===== src/rtl/ubce_pkg.sv =====
// ubce_pkg: shared constants and types of the serial boot command engine
// used by ubce_front, ubce_back and uart_boot_command_engine
`default_nettype none

package ubce_pkg;

    // image store geometry and read request limit
    localparam int unsigned MEM_BYTES  = 131072;
    localparam int unsigned ADDR_W     = $clog2(MEM_BYTES);
    localparam int unsigned READ_LIMIT = 2048;

    // command queue between the front and the back
    localparam int unsigned CMD_DEPTH = 4;
    localparam int unsigned CMD_PTR_W = $clog2(CMD_DEPTH);

    // result queue at the output
    localparam int unsigned RES_DEPTH = 4;
    localparam int unsigned RES_PTR_W = $clog2(RES_DEPTH);

    // command and reply bytes
    localparam logic [7:0] KEY_UPLOAD = 8'h55;  // 'U'
    localparam logic [7:0] KEY_READ   = 8'h52;  // 'R'
    localparam logic [7:0] KEY_JUMP   = 8'h4A;  // 'J'
    localparam logic [7:0] ACK_UPLOAD = 8'h55;
    localparam logic [7:0] ACK_READ   = 8'hAA;
    localparam logic [7:0] ERR_READ   = 8'hEE;
    localparam logic [7:0] ACK_JUMP   = 8'hCC;
    localparam logic [7:0] CH_QMARK   = 8'h3F;
    localparam logic [7:0] CH_CR      = 8'h0D;
    localparam logic [7:0] CH_LF      = 8'h0A;

    // operation kinds handed from the front to the back
    localparam logic [1:0] OP_TX    = 2'd0;  // single reply byte
    localparam logic [1:0] OP_WRITE = 2'd1;  // upload byte, maybe with final ack
    localparam logic [1:0] OP_READ  = 2'd2;  // readback payload byte
    localparam logic [1:0] OP_QUERY = 2'd3;  // unknown command: '?', CR, LF

    typedef struct packed {
        logic [1:0]        kind;
        logic [7:0]        tx_byte;   // reply byte for OP_TX
        logic              jump;      // jump request for OP_TX
        logic              flag;      // final upload byte or final read byte
        logic              wr_en;     // upload byte lands inside the store
        logic [ADDR_W-1:0] addr;
        logic [7:0]        data;
    } cmd_t;

    typedef struct packed {
        logic              tx_valid;
        logic [7:0]        tx_byte;
        logic              write_valid;
        logic [ADDR_W-1:0] write_offset;
        logic [7:0]        write_data;
        logic              jump_request;
        logic              read_done;
        logic              last;
    } res_t;

endpackage

`default_nettype wire


===== src/rtl/ubce_front.sv =====
// ubce_front: command parser, takes input words and queues store operations
// depends on ubce_pkg
`default_nettype none

module ubce_front (
    input  wire logic          clk,
    input  wire logic          rst_n,
    input  wire logic          push,
    output logic               full,
    input  wire logic          action,
    input  wire logic [7:0]    rx_byte,
    input  wire logic          clear_busy,
    input  wire logic          cmd_pop,
    output logic               cmd_empty,
    output ubce_pkg::cmd_t     cmd_head
);

    localparam logic [2:0] PH_IDLE    = 3'd0;
    localparam logic [2:0] PH_UP_LEN  = 3'd1;
    localparam logic [2:0] PH_UP_DATA = 3'd2;
    localparam logic [2:0] PH_RD_OFF  = 3'd3;
    localparam logic [2:0] PH_RD_LEN  = 3'd4;
    localparam logic [2:0] PH_RD_SEND = 3'd5;

    localparam int unsigned AW = ubce_pkg::ADDR_W;
    localparam int unsigned CW = ubce_pkg::CMD_PTR_W;

    logic [2:0]    phase_reg,  phase_next;
    logic [1:0]    fcnt_reg,   fcnt_next;
    logic [31:0]   word_reg,   word_next;
    logic [31:0]   roff_reg,   roff_next;
    logic [31:0]   remain_reg, remain_next;
    logic [31:0]   uptr_reg,   uptr_next;
    logic [AW-1:0] rptr_reg,   rptr_next;

    ubce_pkg::cmd_t cmd_mem_reg [ubce_pkg::CMD_DEPTH];
    logic [CW-1:0]  wr_ptr_reg, wr_ptr_next;
    logic [CW-1:0]  rd_ptr_reg, rd_ptr_next;
    logic [CW:0]    cnt_reg,    cnt_next;

    logic           accept;
    logic           cmd_push;
    ubce_pkg::cmd_t cmd_in;
    logic [31:0]    field_word;
    logic           field_done;
    logic [32:0]    rd_end;
    logic           rd_bad;

    // queue status and input handshake
    assign full      = clear_busy || (cnt_reg == (CW+1)'(ubce_pkg::CMD_DEPTH));
    assign cmd_empty = (cnt_reg == '0);
    assign cmd_head  = cmd_mem_reg[rd_ptr_reg];
    assign accept    = push && !full;

    // little-endian field assembly and read request check
    assign field_word = word_reg | (32'(rx_byte) << {fcnt_reg, 3'b000});
    assign field_done = (fcnt_reg == 2'd3);
    assign rd_end     = {1'b0, roff_reg} + {1'b0, field_word};
    assign rd_bad     = (field_word > 32'(ubce_pkg::READ_LIMIT))
                        || (rd_end > 33'(ubce_pkg::MEM_BYTES));

    // parser
    always_comb
    begin
        phase_next  = phase_reg;
        fcnt_next   = fcnt_reg;
        word_next   = word_reg;
        roff_next   = roff_reg;
        remain_next = remain_reg;
        uptr_next   = uptr_reg;
        rptr_next   = rptr_reg;
        cmd_push    = 1'b0;
        cmd_in      = '0;

        if (accept)
        begin
            if (action)
            begin
                // transmit slot releases one payload byte
                if (phase_reg == PH_RD_SEND)
                begin
                    cmd_push     = 1'b1;
                    cmd_in.kind  = ubce_pkg::OP_READ;
                    cmd_in.addr  = rptr_reg;
                    cmd_in.flag  = (remain_reg == 32'd1);
                    rptr_next    = rptr_reg + AW'(1);
                    remain_next  = remain_reg - 32'd1;
                    if (remain_reg == 32'd1)
                    begin
                        phase_next = PH_IDLE;
                    end
                end
            end
            else
            begin
                unique case (phase_reg)
                    PH_IDLE:
                    begin
                        word_next = '0;
                        fcnt_next = '0;
                        priority if (rx_byte == ubce_pkg::KEY_UPLOAD)
                        begin
                            phase_next = PH_UP_LEN;
                        end
                        else if (rx_byte == ubce_pkg::KEY_READ)
                        begin
                            phase_next = PH_RD_OFF;
                        end
                        else if (rx_byte == ubce_pkg::KEY_JUMP)
                        begin
                            cmd_push       = 1'b1;
                            cmd_in.kind    = ubce_pkg::OP_TX;
                            cmd_in.tx_byte = ubce_pkg::ACK_JUMP;
                            cmd_in.jump    = 1'b1;
                        end
                        else
                        begin
                            cmd_push    = 1'b1;
                            cmd_in.kind = ubce_pkg::OP_QUERY;
                        end
                    end
                    PH_UP_LEN:
                    begin
                        fcnt_next = fcnt_reg + 2'd1;
                        word_next = field_word;
                        if (field_done)
                        begin
                            word_next   = '0;
                            remain_next = field_word;
                            uptr_next   = '0;
                            if (field_word == '0)
                            begin
                                phase_next     = PH_IDLE;
                                cmd_push       = 1'b1;
                                cmd_in.kind    = ubce_pkg::OP_TX;
                                cmd_in.tx_byte = ubce_pkg::ACK_UPLOAD;
                            end
                            else
                            begin
                                phase_next = PH_UP_DATA;
                            end
                        end
                    end
                    PH_UP_DATA:
                    begin
                        cmd_in.kind  = ubce_pkg::OP_WRITE;
                        cmd_in.wr_en = (uptr_reg < 32'(ubce_pkg::MEM_BYTES));
                        cmd_in.flag  = (remain_reg == 32'd1);
                        cmd_in.addr  = uptr_reg[AW-1:0];
                        cmd_in.data  = rx_byte;
                        cmd_push     = cmd_in.wr_en || cmd_in.flag;
                        uptr_next    = uptr_reg + 32'd1;
                        remain_next  = remain_reg - 32'd1;
                        if (remain_reg == 32'd1)
                        begin
                            phase_next = PH_IDLE;
                        end
                    end
                    PH_RD_OFF:
                    begin
                        fcnt_next = fcnt_reg + 2'd1;
                        word_next = field_word;
                        if (field_done)
                        begin
                            word_next  = '0;
                            roff_next  = field_word;
                            phase_next = PH_RD_LEN;
                        end
                    end
                    PH_RD_LEN:
                    begin
                        fcnt_next = fcnt_reg + 2'd1;
                        word_next = field_word;
                        if (field_done)
                        begin
                            word_next   = '0;
                            phase_next  = PH_IDLE;
                            cmd_push    = 1'b1;
                            cmd_in.kind = ubce_pkg::OP_TX;
                            if (rd_bad)
                            begin
                                cmd_in.tx_byte = ubce_pkg::ERR_READ;
                            end
                            else
                            begin
                                cmd_in.tx_byte = ubce_pkg::ACK_READ;
                                if (field_word != '0)
                                begin
                                    remain_next = field_word;
                                    rptr_next   = roff_reg[AW-1:0];
                                    phase_next  = PH_RD_SEND;
                                end
                            end
                        end
                    end
                    PH_RD_SEND:
                    begin
                        // received bytes ignored while payload is pending
                    end
                    default:
                    begin
                        phase_next = PH_IDLE;
                    end
                endcase
            end
        end
    end

    // command queue pointers
    always_comb
    begin
        wr_ptr_next = cmd_push ? wr_ptr_reg + CW'(1) : wr_ptr_reg;
        rd_ptr_next = cmd_pop ? rd_ptr_reg + CW'(1) : rd_ptr_reg;
        cnt_next    = cnt_reg + (CW+1)'(cmd_push) - (CW+1)'(cmd_pop);
    end

    // command queue storage
    always_ff @(posedge clk)
    begin
        if (cmd_push)
        begin
            cmd_mem_reg[wr_ptr_reg] <= cmd_in;
        end
    end

    // parser state and queue control
    always_ff @(posedge clk or negedge rst_n)
    begin
        if (!rst_n)
        begin
            phase_reg  <= PH_IDLE;
            fcnt_reg   <= '0;
            word_reg   <= '0;
            roff_reg   <= '0;
            remain_reg <= '0;
            uptr_reg   <= '0;
            rptr_reg   <= '0;
            wr_ptr_reg <= '0;
            rd_ptr_reg <= '0;
            cnt_reg    <= '0;
        end
        else
        begin
            phase_reg  <= phase_next;
            fcnt_reg   <= fcnt_next;
            word_reg   <= word_next;
            roff_reg   <= roff_next;
            remain_reg <= remain_next;
            uptr_reg   <= uptr_next;
            rptr_reg   <= rptr_next;
            wr_ptr_reg <= wr_ptr_next;
            rd_ptr_reg <= rd_ptr_next;
            cnt_reg    <= cnt_next;
        end
    end

endmodule

`default_nettype wire


===== config.mk =====
export PLATFORM = sky130hd
export DESIGN_NAME = ubce_front
export DESIGN_NICKNAME = d
export VERILOG_FILES = /design/src/rtl/ubce_pkg.sv /design/src/rtl/ubce_front.sv
export SDC_FILE = /design/constraint.sdc
export NUM_CORES = 1
export LEC_CHECK = 0
export BUFFER_PORTS_ARGS = -buffer_cell sky130_fd_sc_hd__buf_4
export CORE_UTILIZATION = 30
export CTS_BUF_LIST = sky130_fd_sc_hd__clkbuf_16
export CTS_CLUSTER_SIZE = 24
export DETAILED_ROUTE_END_ITERATION = 8
export PLACE_DENSITY_LB_ADDON = 0.15
export REMOVE_ABC_BUFFERS = 1
export SYNTH_ARGS = -nofsm -noshare
export SYNTH_HDL_FRONTEND = slang
export SYNTH_SLANG_ARGS = --single-unit

===== constraint.sdc =====
create_clock -name clk -period 6.4 [get_ports clk]
set_clock_uncertainty 0.15 [all_clocks]
set_input_delay 0.96 -clock clk [delete_from_list [all_inputs] [get_ports clk]]
set_output_delay 0.96 -clock clk [all_outputs]
set_load 0.005 [all_outputs]

* Word level (Yosys, flattened, before mapping)
Memory sizes are Yosys's and may differ from the RTL's.
Index checks and enable logic that the tools add are counted.
** Cells by class
- Add/subtract/negate cells :: 9
- Order comparisons :: 3
- Equal/unequal tests :: 21
- Shift operators :: 1
- Muxes and demuxes :: 63
- Bitwise logic cells :: 2
- Reductions and logical operators :: 22
** Operators by type and width (count)
- $mux 32 :: 8
- $mux 17 :: 8
- $pmux 32 s2 :: 2
- $pmux 32 s3 :: 1
- $mux 38 :: 1
- $add 32x32->33 :: 1
- $gt 33x18->1 const B :: 1
- $add 32x1->32 const B :: 1
- $eq 32x1->1 const B :: 1
- $gt 32x12->1 const B :: 1
- $logic_not 32->1 :: 1
- $lt 32x18->1 const B :: 1
- $or 32x32->32 :: 1
- $reduce_bool 32->1 :: 1
- $shl 8x5->32 :: 1
- $sub 32x1->32 const B :: 1
- $mux 3 :: 10
- $mux 27 :: 1
- $eq 8x7->1 const B :: 3
- $pmux 8 s3 :: 1
- $mux 11 :: 2
- $mux 7 :: 3
- $mux 9 :: 2
- $pmux 3 s6 :: 1
- other kinds (30) :: 67
** Word-level totals
- Flip-flop bits (word level) :: 157
- Memory bits (writable) :: 152
- Output and inout bits :: 40
- Logic and storage cells :: 132
- Memories :: 1
** Memories
- cmd_mem_reg :: words 4, width 38, rd ports 1, clocked after Yosys merged registers in 0, wr ports 1, line ubce_front.sv:36 : ubce_pkg::cmd_t cmd_mem_reg [ubce_pkg::CMD_DEPTH];

* Logic depth before layout (Yosys ltp)
Gate-level depths: netlist of run 1.
- Depth after elaboration :: 10
- Gate-level depth with buffers :: 19
- Gate-level depth less buffers :: 16

* Worst setup path before layout of run 1
Ideal clock, no wire load.
- Kind :: input-to-reg
- From :: input rx_byte[0]
- To :: register rptr_reg[10]
- Setup time :: 0.126 ns
- Data arrival time :: 4.372 ns
- Required time :: 6.124 ns
- Setup slack :: 1.751 ns
- Stages :: 17
- Cells stage by stage :: clkbuf_1 > a21oi_1 > inv_1 > ha_1 > inv_1 > fa_1 > nand2b_1 > a21oi_2 > a221oi_4 > o311ai_1 > o41ai_1 > nor4b_1 > o2bb2ai_1 > nand4_1 > and2_1 > buf_6 > a221o_1
** On the way
- Longest elaborated chain between the ends :: 7
- Elaborated cells between the ends (all ways) :: 10
** Ends and longest elaborated chain
- start, declared :: line ubce_front.sv:11 : input wire logic [7:0] rx_byte,
- $shl 8x5->32 * :: line ubce_front.sv:56 : assign field_word = word_reg | (32'(rx_byte) << {fcnt_reg, 3'b000});
- $or 32x32->32 * :: line ubce_front.sv:56
- net field_word[0] :: line ubce_front.sv:44 : logic [31:0] field_word;
- $add 32x32->33 :: line ubce_front.sv:58 : assign rd_end = {1'b0, roff_reg} + {1'b0, field_word};
- $gt 33x18->1 :: line ubce_front.sv:60 : || (rd_end > 33'(ubce_pkg::MEM_BYTES));
- $logic_or 1x1->1 :: line ubce_front.sv:60
- $ne 2x2->1 (no line)
- $reduce_and 6->1 (no line) *
- end signal, assigned :: line ubce_front.sv:250 : rptr_reg <= rptr_next;
- end, declared :: line ubce_front.sv:34 : logic [AW-1:0] rptr_reg, rptr_next;
The timed path passes the listed nets; every way through them passes the cells marked *.
A chain may end at the register's enable or synchronous reset.

* Worst setup path after layout of run 1
- From :: register fcnt_reg[0]
- To :: register remain_reg[10]
** On the way
- Longest elaborated chain between the ends :: 7
- Elaborated cells between the ends (all ways) :: 19
** Ends and longest elaborated chain
- start, declared :: line ubce_front.sv:29 : logic [1:0] fcnt_reg, fcnt_next;
- start signal, assigned :: line ubce_front.sv:245 : fcnt_reg <= fcnt_next;
- $shl 8x5->32 * :: line ubce_front.sv:56
- $or 32x32->32 * :: line ubce_front.sv:56
- net field_word[11] :: line ubce_front.sv:44
- $add 32x32->33 :: line ubce_front.sv:58
- $gt 33x18->1 :: line ubce_front.sv:60
- $logic_or 1x1->1 :: line ubce_front.sv:60
- $ne 3x3->1 (no line)
- $reduce_and 7->1 (no line) *
- end signal, assigned :: line ubce_front.sv:248 : remain_reg <= remain_next;
- end, declared :: line ubce_front.sv:32 : logic [31:0] remain_reg, remain_next;
The timed path passes the listed nets; every way through them passes the cells marked *. The select of a mux whose other input is x is not followed.

==> results of run 1 <==
==> worst max-delay path: cells and delay by family (launching register included) <==
family	cells	cell delay, ns
fa+ha+maj	1	0.36
simple gates	3	1.75
buf+inv	1	0.24
compound gates	8	2.51
flops	1	0.60
==> synth_stat cells, types with 10 or more instances <==
library cell,instances
a211o_1,12
a211oi_1,12
a211oi_2,14
a21oi_1,132
a22o_1,11
a2bb2oi_1,12
a31oi_1,13
and2_1,16
and3_1,18
buf_1,18
buf_2,13
buf_4,10
clkbuf_1,59
dfrtp_1,157
edfxtp_1,136
ha_1,43
inv_1,64
mux2i_1,26
mux4_2,34
nand2_1,109
nand3_1,54
nand4_1,27
nor2_1,156
nor2b_1,20
nor3_1,35
nor4_1,21
o211ai_1,10
o21a_1,11
o21ai_0,63
o31ai_1,37
or3_1,13
xnor2_1,15
xor2_1,29
==> how the worst min path moves through the flow <==
stage,start,end,depth (start not counted)
6_report,rst_n,uptr_reg[25],1
5_1_grt,rst_n,rptr_reg[16],1
4_1_cts,rst_n,uptr_reg[25],1
3_5_place_dp,remain_reg[31],remain_reg[31],1
3_3_place_gp,word_reg[11],word_reg[11],2
2_1_floorplan,word_reg[11],word_reg[11],2
==> cell families (layout without fill, tap and decap cells) <==
group | Yosys count | after routing | share of synthesized area [%]
and+or+nand+nor | 524 | 524 | 16.0
DFF | 293 | 293 | 48.6
buffers and inverters | 172 | 218 | 4.56
AOI/OAI and AO/OA | 435 | 435 | 18.6
adders and majority gates | 45 | 45 | 3.50
muxes | 63 | 63 | 6.42
xor gates and xnor gates | 44 | 44 | 2.34
==> through the flow <==
step / util, % / worst slack (ns) / cell area (um^2) / std cells / power (W)
finish: 34.5 / 0.658 / 18700 / 2318 / 0.00736
global route: 34.5 / 0.458 / 18700 / 2318 / 0.00779
CTS: 34.5 / 0.698 / 18700 / 2318 / 0.00744
detailed placement: 32.5 / 0.562 / 17600 / 2253 / 0.00551
global placement: 32.5 / 0.596 / 17600 / 2253 / 0.00552
floorplan: - / 1.39 / 16000 / 1469 / 0.00436
==> layout make-up <==
class,instances,area share [%]
Sequential cell,293,43.0
Multi-Input combinational cell,1111,41.6
Clock buffer,36,4.83
Tap cell,696,4.67
Timing Repair Buffer,88,3.63
Inverter,65,1.31
Clock inverter,29,0.999
==> power by group <==
part	internal [W]	leakage, nW	total [W]	switching, W
clock	0.00107	0.556	0.00190	0.000824
sequential	0.00225	3.32	0.00256	0.000309
combinational	0.00114	3.52	0.00291	0.00177
==> layer usage <==
metal	up-vias	GRT usage, %
li1	5971	-
met1	6348	23.3
met2	332	28.7
met3	73	2.67
met4	0	4.98
met5	-	0
==> impl_metrics.tcl, run 1 <==
set metrics [dict create \
    netlist_area_mm2 0.0165 \
    synth_edf_count 136 \
    nFillCells 5430 \
    setup_viol 0 \
    crit_start "fcnt_reg[0]" \
    largest_register_ffs 136 \
    tritoncts "built" \
    place_hpwl_um 34700 \
    path_common_cell "a21oi_1" \
    topRoutingLayerUsed "met4" \
    hold_path_class "primary input to async pin" \
    path_max_fanout 14 \
    synth_cells 1576 \
    reg2reg_slack_ns 0.66 \
    run_status "complete, no violations" \
    grt_use_total_pct 17.3 \
    r2r-end "remain_reg[10]" \
    antenna_found_initial 1 \
    die_x_um 237 \
    multi_input_area_mm2 0.00776 \
    peakVddDrop_mv 0.166 \
    die_h_um 237 \
    synth_top_area_share_pct 24.8 \
    gp_congestion 0.853 \
    layout_commonest_cell "dfrtp_1" \
    crit_path_start_kind "register" \
    clock-sinks 293 \
    overflow 0 \
    core_mm2 0.0540 \
    crit_arrival_ns 6.02 \
    critical_path.endpoint "remain_reg[10]" \
    rsz0062_at_grt "false" \
    hold_buffers 0 \
    cts_setup_buffers 0 \
    clock_latency_ns 0.55 \
    route.met2.wl_um 23400 \
    wl_met3_um 2330 \
    fin_crit_ns 5.74 \
    num_vias 12700 \
    yosysUniqueCellTypes 93 \
    synth.area.top_cells "edfxtp_1, dfrtp_1, mux4_2" \
    io_buffers 53 \
    m1WireLength_um 21800 \
    grt_pass1_wl_um 75400 \
    ys_ff_latch 293 \
    p_leak_nw 7.39 \
    grt_max_degree 140 \
    cts_htree_levels 2 \
    slew_headroom_pct 17.8 \
    io_pins 54 \
    drc 0 \
    worst_pin_slew_ns 1.22 \
    synth_top_cell_by_area "edfxtp_1" \
    powerDensity_mw_per_mm2 395 \
    layout-drive-gt1-share_pct 14.8 \
    path_class "register to register" \
    cts_resized 0 \
    final-hold-violation-count 0 \
    num_rows 85 \
    path_clk_slew_ns 0.05 \
    syn_avg_cell_area_um2 10.5 \
    ys.warnings.count 0 \
    drt-pass1-iter-count 5 \
    cts_buffers 36 \
    fin_crit_sh_pct 89.7 \
    diodes 0 \
    r2r-start "fcnt_reg[0]" \
    nets 1654 \
    slowest_delay_ns 0.66 \
    area_growth_syn_to_layout_pct 13.1 \
    fmax_mhz 174 \
    final-seq-area_mm2 0.00801 \
    drt_wl_total_um 48700 \
    hold-worst-slack_ns 0.111 \
    clock-root-buffer "clkbuf_16" \
    r2r_cells 13 \
    seq_area_frac_synth_pct 48.6 \
    synth_ff_type "dfrtp_1" \
    ant_nets 0 \
    layout_common_cells "dfrtp_1, nor2_1, edfxtp_1, a21oi_1, nand2_1" \
    dieArea_mm2 0.0559 \
    drv_cap 0 \
    ys_async_sr_fraction_pct 53.6 \
    cp-end-kind "register" \
    wl_per_cell_um 21.0 \
    drtIter0Drc 1037 \
    grt_pass1_vias 12400 \
    path_cells "nor2b_1 > a21oi_1 > inv_1 > ha_1 > a21oi_1 > o21ai_0 > a21oi_1 > o221ai_1 > a41o_1 > nor4_2 > and4_1 > o21ai_2 > a211o_1" \
    clockBufferDepth 3 \
    viasPerCell 5.49 \
    initial_core_util_pct 30.5 \
    setup_tns_ns 0 \
    worstPathRequired_ns 6.67 \
    crit_path_top_delay_cell "nor2b_1" \
    maxSlewViolCount 0 \
]
Note: power is estimated with default switching activity, not from simulation.
==> inputs of run 2 (changes only) <==
--- a/config.mk
+++ b/config.mk
@@ -11,6 +11,7 @@
 export CTS_CLUSTER_SIZE = 24
 export DETAILED_ROUTE_END_ITERATION = 8
 export PLACE_DENSITY_LB_ADDON = 0.15
+export RECOVER_POWER = 50
 export REMOVE_ABC_BUFFERS = 1
 export SYNTH_ARGS = -nofsm -noshare
 export SYNTH_HDL_FRONTEND = slang
==> impl_metrics.tcl, run 2 (synthesized netlist as in run 1, its figures left out) <==
set metrics [dict create \
    run_status "finished, violations left" \
    failed_checks "max-capacitance violations, max-slew violations" \
    drtIter0Drc 960 \
    path_clk_slew_ns 0.06 \
    drt-pass1-iter-count 5 \
    viasPerCell 5.49 \
    cp-end-kind "register" \
    rsz0062_at_grt "false" \
    die_h_um 237 \
    clock-sinks 293 \
    core_mm2 0.0540 \
    cts_htree_levels 2 \
    path_class "register to register" \
    worstPathRequired_ns 6.67 \
    setup_viol 0 \
    fmax_mhz 175 \
    cts_resized 0 \
    slew_headroom_pct -104 \
    clock_latency_ns 0.55 \
    crit_arrival_ns 5.99 \
    peakVddDrop_mv 0.166 \
    crit_path_start_kind "register" \
    cts_buffers 36 \
    reg2reg_slack_ns 0.68 \
    hold_buffers 0 \
    largest_register_ffs 136 \
    worst_pin_slew_ns 3.06 \
    io_pins 54 \
    ant_nets 0 \
    setup_tns_ns 0 \
    hold_path_class "register to register" \
    r2r-start "fcnt_reg[0]" \
    grt_max_degree 140 \
    clock-root-buffer "clkbuf_16" \
    hold-worst-slack_ns 0.351 \
    place_hpwl_um 34700 \
    nets 1654 \
    wl_per_cell_um 21.0 \
    diodes 0 \
    fin_crit_sh_pct 89.3 \
    path_max_fanout 14 \
    fin_crit_ns 5.72 \
    area_growth_syn_to_layout_pct 12.7 \
    tritoncts "built" \
    grt_pass1_vias 12400 \
    drt_wl_total_um 48700 \
    p_leak_nw 7.33 \
    num_vias 12700 \
    cts_setup_buffers 0 \
    drv_cap 3 \
    layout_commonest_cell "dfrtp_1" \
    gp_congestion 0.853 \
    min_path_cells 2 \
    whs_endpoint "word_reg[14]" \
    layout_common_cells "dfrtp_1, nor2_1, edfxtp_1, a21oi_1, nand2_1" \
    final-hold-violation-count 0 \
    r2r_cells 13 \
    dieArea_mm2 0.0559 \
    maxSlewViolCount 156 \
    grt_use_total_pct 17.3 \
    die_x_um 237 \
    grt_pass1_wl_um 75400 \
    powerDensity_mw_per_mm2 396 \
    nFillCells 5443 \
    layout-drive-gt1-share_pct 13.9 \
    initial_core_util_pct 30.5 \
    io_buffers 53 \
    drc 0 \
    min-delay-start "word_reg[14]" \
    r2r-end "remain_reg[10]" \
    antenna_found_initial 1 \
    overflow 0 \
    num_rows 85 \
    clockBufferDepth 3 \
]
## run 2: metrics by stage
| stage | total power (W) | instances | utilization [%] | instance area (um^2) | setup WS, ns |
|---|---|---|---|---|---|
| final | 0.00736 | 2318 | 34.4 | 18600 | 0.684 |
| after floorplan | 0.00436 | 1469 | - | 16000 | 1.39 |
| after detailed placement | 0.00551 | 2253 | 32.5 | 17600 | 0.562 |
| after CTS | 0.00744 | 2318 | 34.5 | 18700 | 0.698 |
| after global routing | 0.00779 | 2318 | 34.4 | 18600 | 0.458 |
| after global placement | 0.00552 | 2253 | 32.5 | 17600 | 0.596 |
## run 2: layout make-up
class | instances | area, um^2 | area share (%)
Clock inverter | 29 | 186 | 1.00
Timing Repair Buffer | 88 | 626 | 3.36
Inverter | 65 | 244 | 1.31
Tap cell | 696 | 871 | 4.68
Multi-Input combinational cell | 1111 | 7760 | 41.7
Sequential cell | 293 | 8010 | 43.1
Clock buffer | 36 | 901 | 4.84
## run 2: how the worst max path moves through the flow
stage / startpoint / cells past startpoint / to / slack [ns]
after floorplan: rx_byte[0] / 15 / remain_reg[1] / 1.39
after global placement: rx_byte[3] / 14 / remain_reg[2] / 0.60
after detailed placement: rx_byte[3] / 14 / remain_reg[2] / 0.56
after CTS: fcnt_reg[0] / 14 / remain_reg[10] / 0.70
after global routing: fcnt_reg[0] / 14 / remain_reg[2] / 0.46
final: fcnt_reg[0] / 13 / remain_reg[10] / 0.68
## run 2: worst max-delay path: stages (launching register included)
cell and delay, ns:
dfrtp_1 0.60, nor2b_1 0.66, a21oi_1 0.34, inv_1 0.24
ha_1 0.36, a21oi_1 0.35, o21ai_0 0.20, a21oi_1 0.39
o221ai_1 0.22, a41o_1 0.30, nor4_2 0.50, and4_1 0.61
o21ai_2 0.31, a211o_1 0.35
## run 2: routing by layer
metal	vias up	track usage (%)	part of all wire, %
met5	-	0	0
met3	78	2.67	4.8
li1	5969	-	-
met4	0	4.98	2.6
met1	6346	23.3	45
met2	330	28.7	48
## run 2: power by group
part / total, W / internal, W / switching, W
logic: 0.00291 / 0.00114 / 0.00177
clock network: 0.00190 / 0.00107 / 0.000826
registers: 0.00256 / 0.00225 / 0.000310
==> inputs of run 3 (changes only) <==
--- a/config.mk
+++ b/config.mk
@@ -5,6 +5,7 @@
 export SDC_FILE = /design/constraint.sdc
 export NUM_CORES = 1
 export LEC_CHECK = 0
+export ABC_AREA = 1
 export BUFFER_PORTS_ARGS = -buffer_cell sky130_fd_sc_hd__buf_4
 export CORE_UTILIZATION = 30
 export CTS_BUF_LIST = sky130_fd_sc_hd__clkbuf_16
==> impl_metrics.tcl, run 3 <==
set metrics [dict create \
    p_leak_nw 8.60 \
    drc 0 \
    fin_crit_ns 5.28 \
    path_cells "inv_2 > nand2_1 > o21ai_1 > ha_1 > inv_1 > fa_1 > inv_1 > nand2_1 > nand2_1 > and2_1 > nor2_1 > nor2_1 > nand2_1 > nor2_1 > nand2_1 > nor2_1 > nand3_1 > a21oi_1 > nand3_2 > nand3_4 > nand3_4 > nand2_1 > nand2_1" \
    slowest_delay_ns 0.58 \
    min-delay-start "remain_reg[11]" \
    crit_arrival_ns 5.55 \
    worst_pin_slew_ns 4.09 \
    powerDensity_mw_per_mm2 453 \
    fin_crit_sh_pct 82.5 \
    run_status "finished, violations left" \
    path_common_cell "nand2_1" \
    netlist_area_mm2 0.0172 \
    drt-pass1-iter-count 5 \
    num_vias 14800 \
    final-hold-violation-count 0 \
    reg2reg_slack_ns 1.12 \
    synth_compound_area_share_pct 12.5 \
    overflow 0 \
    setup_tns_ns 0 \
    setup_viol 0 \
    io_pins 54 \
    wl_per_cell_um 17.7 \
    dieArea_mm2 0.0582 \
    nets 2292 \
    largest_register_ffs 136 \
    cts_setup_buffers 0 \
    ys.warnings.count 0 \
    core_mm2 0.0565 \
    synth_top_area_share_pct 23.8 \
    cts_buffers 37 \
    dp_slack_ns 0.964 \
    path_max_fanout 32 \
    initial_core_util_pct 30.4 \
    min_path_cells 2 \
    grt_pass1_vias 14100 \
    worstPathRequired_ns 6.67 \
    layout-drive-gt1-share_pct 7.88 \
    clock-root-buffer "clkbuf_16" \
    synth_top_family_by_area "simple AND/OR/NAND/NOR gates" \
    r2r-end "remain_reg[21]" \
    crit_path_top_delay_cell "o21ai_1" \
    clockBufferDepth 3 \
    syn_avg_cell_area_um2 7.81 \
    gp_congestion 0.888 \
    hold_path_class "register to register" \
    antenna_found_initial 0 \
    grt_pass1_wl_um 83200 \
    ys_async_sr_fraction_pct 53.6 \
    multi_input_area_mm2 0.00766 \
    grt_max_degree 69 \
    hold_buffers 0 \
    setup_slack_ns 1.12 \
    yosysUniqueCellTypes 49 \
    diodes 0 \
    die_x_um 241 \
    whs_endpoint "remain_reg[11]" \
    maxSlewViolCount 224 \
    synth.most_common_cell "nand2_1" \
    clock_latency_ns 0.55 \
    synth_top_cell_by_area "edfxtp_1" \
    crit_path_start_kind "register" \
    final-seq-area_mm2 0.00801 \
    r2r_cells 23 \
    drtIter0Drc 1113 \
    viasPerCell 4.92 \
    path_class "register to register" \
    rsz0062_at_grt "false" \
    fmax_mhz 189 \
    area_growth_syn_to_layout_pct 13.5 \
    synth_ff_type "dfrtp_1" \
    cts_resized 0 \
    synth_xor_xnor_area_share_pct 1.99 \
    cp-end-kind "register" \
    layout_commonest_cell "nand2_1" \
    p_total_w 0.00882 \
    synth_edf_count 136 \
    drv_cap 4 \
    place_hpwl_um 39200 \
    nFillCells 6013 \
    slew_headroom_pct -172 \
    drt_wl_total_um 53300 \
    die_h_um 241 \
    synth_cells 2198 \
    io_buffers 53 \
    grt_use_total_pct 18.5 \
    ys_ff_latch 293 \
    synth-simple-area-share_pct 26.1 \
    peakVddDrop_mv 0.156 \
    path_clk_slew_ns 0.06 \
    synth.area.top_cells "edfxtp_1, dfrtp_1, nand2_1" \
    layout_common_cells "nand2_1, nor2_1, inv_1, o21ai_0, dfrtp_1" \
    clock-sinks 293 \
    cts_htree_levels 2 \
    synth_top_cells_by_count "nand2_1, nor2_1, inv_1" \
    synth_fa_ha_area_share_pct 3.37 \
    failed_checks "max-capacitance violations, max-slew violations" \
    ant_nets 0 \
    synth_mux_area_share_pct 0.525 \
    place_area_mm2 0.0183 \
    stdcell_area_mm2 0.0195 \
    seq_area_frac_synth_pct 46.7 \
    r2r-start "fcnt_reg[0]" \
    tritoncts "built" \
    num_rows 87 \
]
## run 3: worst max path at each step
stage                 from           endpoint  slack [ns]
6_report       fcnt_reg[0]     remain_reg[21]        1.12
5_1_grt        fcnt_reg[0]     remain_reg[22]        0.83
2_1_floorplan   rx_byte[0]  cmd_mem_reg[0][0]        2.20
4_1_cts        fcnt_reg[0]     remain_reg[21]        1.17
3_3_place_gp    rx_byte[0]     remain_reg[23]        0.99
3_5_place_dp    rx_byte[0]      remain_reg[2]        0.96
## run 3: final cells by class
type	instances	share of cell area, %
sequential	293	41.1
multi-input combinational	1534	39.4
inverter	291	5.62
clock buffer	38	4.88
tap	756	4.86
timing repair buffer	76	2.84
clock inverter	27	1.30
## run 3: cell families after synthesis
logic type | Yosys count
simple gates | 1050
xor+xnor | 39
mux | 9
compound gates | 391
fa+ha+maj | 45
buf+inv | 371
flops | 293
## run 3: report_power, final
part	internal, W	switching [W]	total, W
sequential	0.00236	0.000403	0.00277
clock	0.00124	0.000845	0.00209
combinational	0.00132	0.00264	0.00396
total	0.00493	0.00389	0.00882
## run 3: critical path, delay by kind of cell, from the launching register on
kind	cells	cell delay, ns
AOI/OAI and AO/OA	2	0.84
adders and majority gates	2	0.75
buffers and inverters	3	0.48
DFF	1	0.54
and+or+nand+nor	16	2.37
## run 3: metrics by stage
| stage | std cells | hold slack, ns | utilization (%) |
|---|---|---|---|
| after floorplan | 2118 | 0.299 | - |
| after global placement | 2950 | 0.320 | 32.4 |
| after detailed placement | 2950 | 0.318 | 32.4 |
| after CTS | 3015 | 0.297 | 34.5 |
| after global routing | 3015 | 0.352 | 34.5 |
| final | 3015 | 0.335 | 34.5 |
## run 3: layer usage
layer	track usage, %	vias to the layer above	part of all wire [%]
met4	3.84	0	1.6
met2	30.9	306	47
li1	-	7362	-
met5	0	-	0
met3	2.28	55	3.7
met1	25.5	7121	47
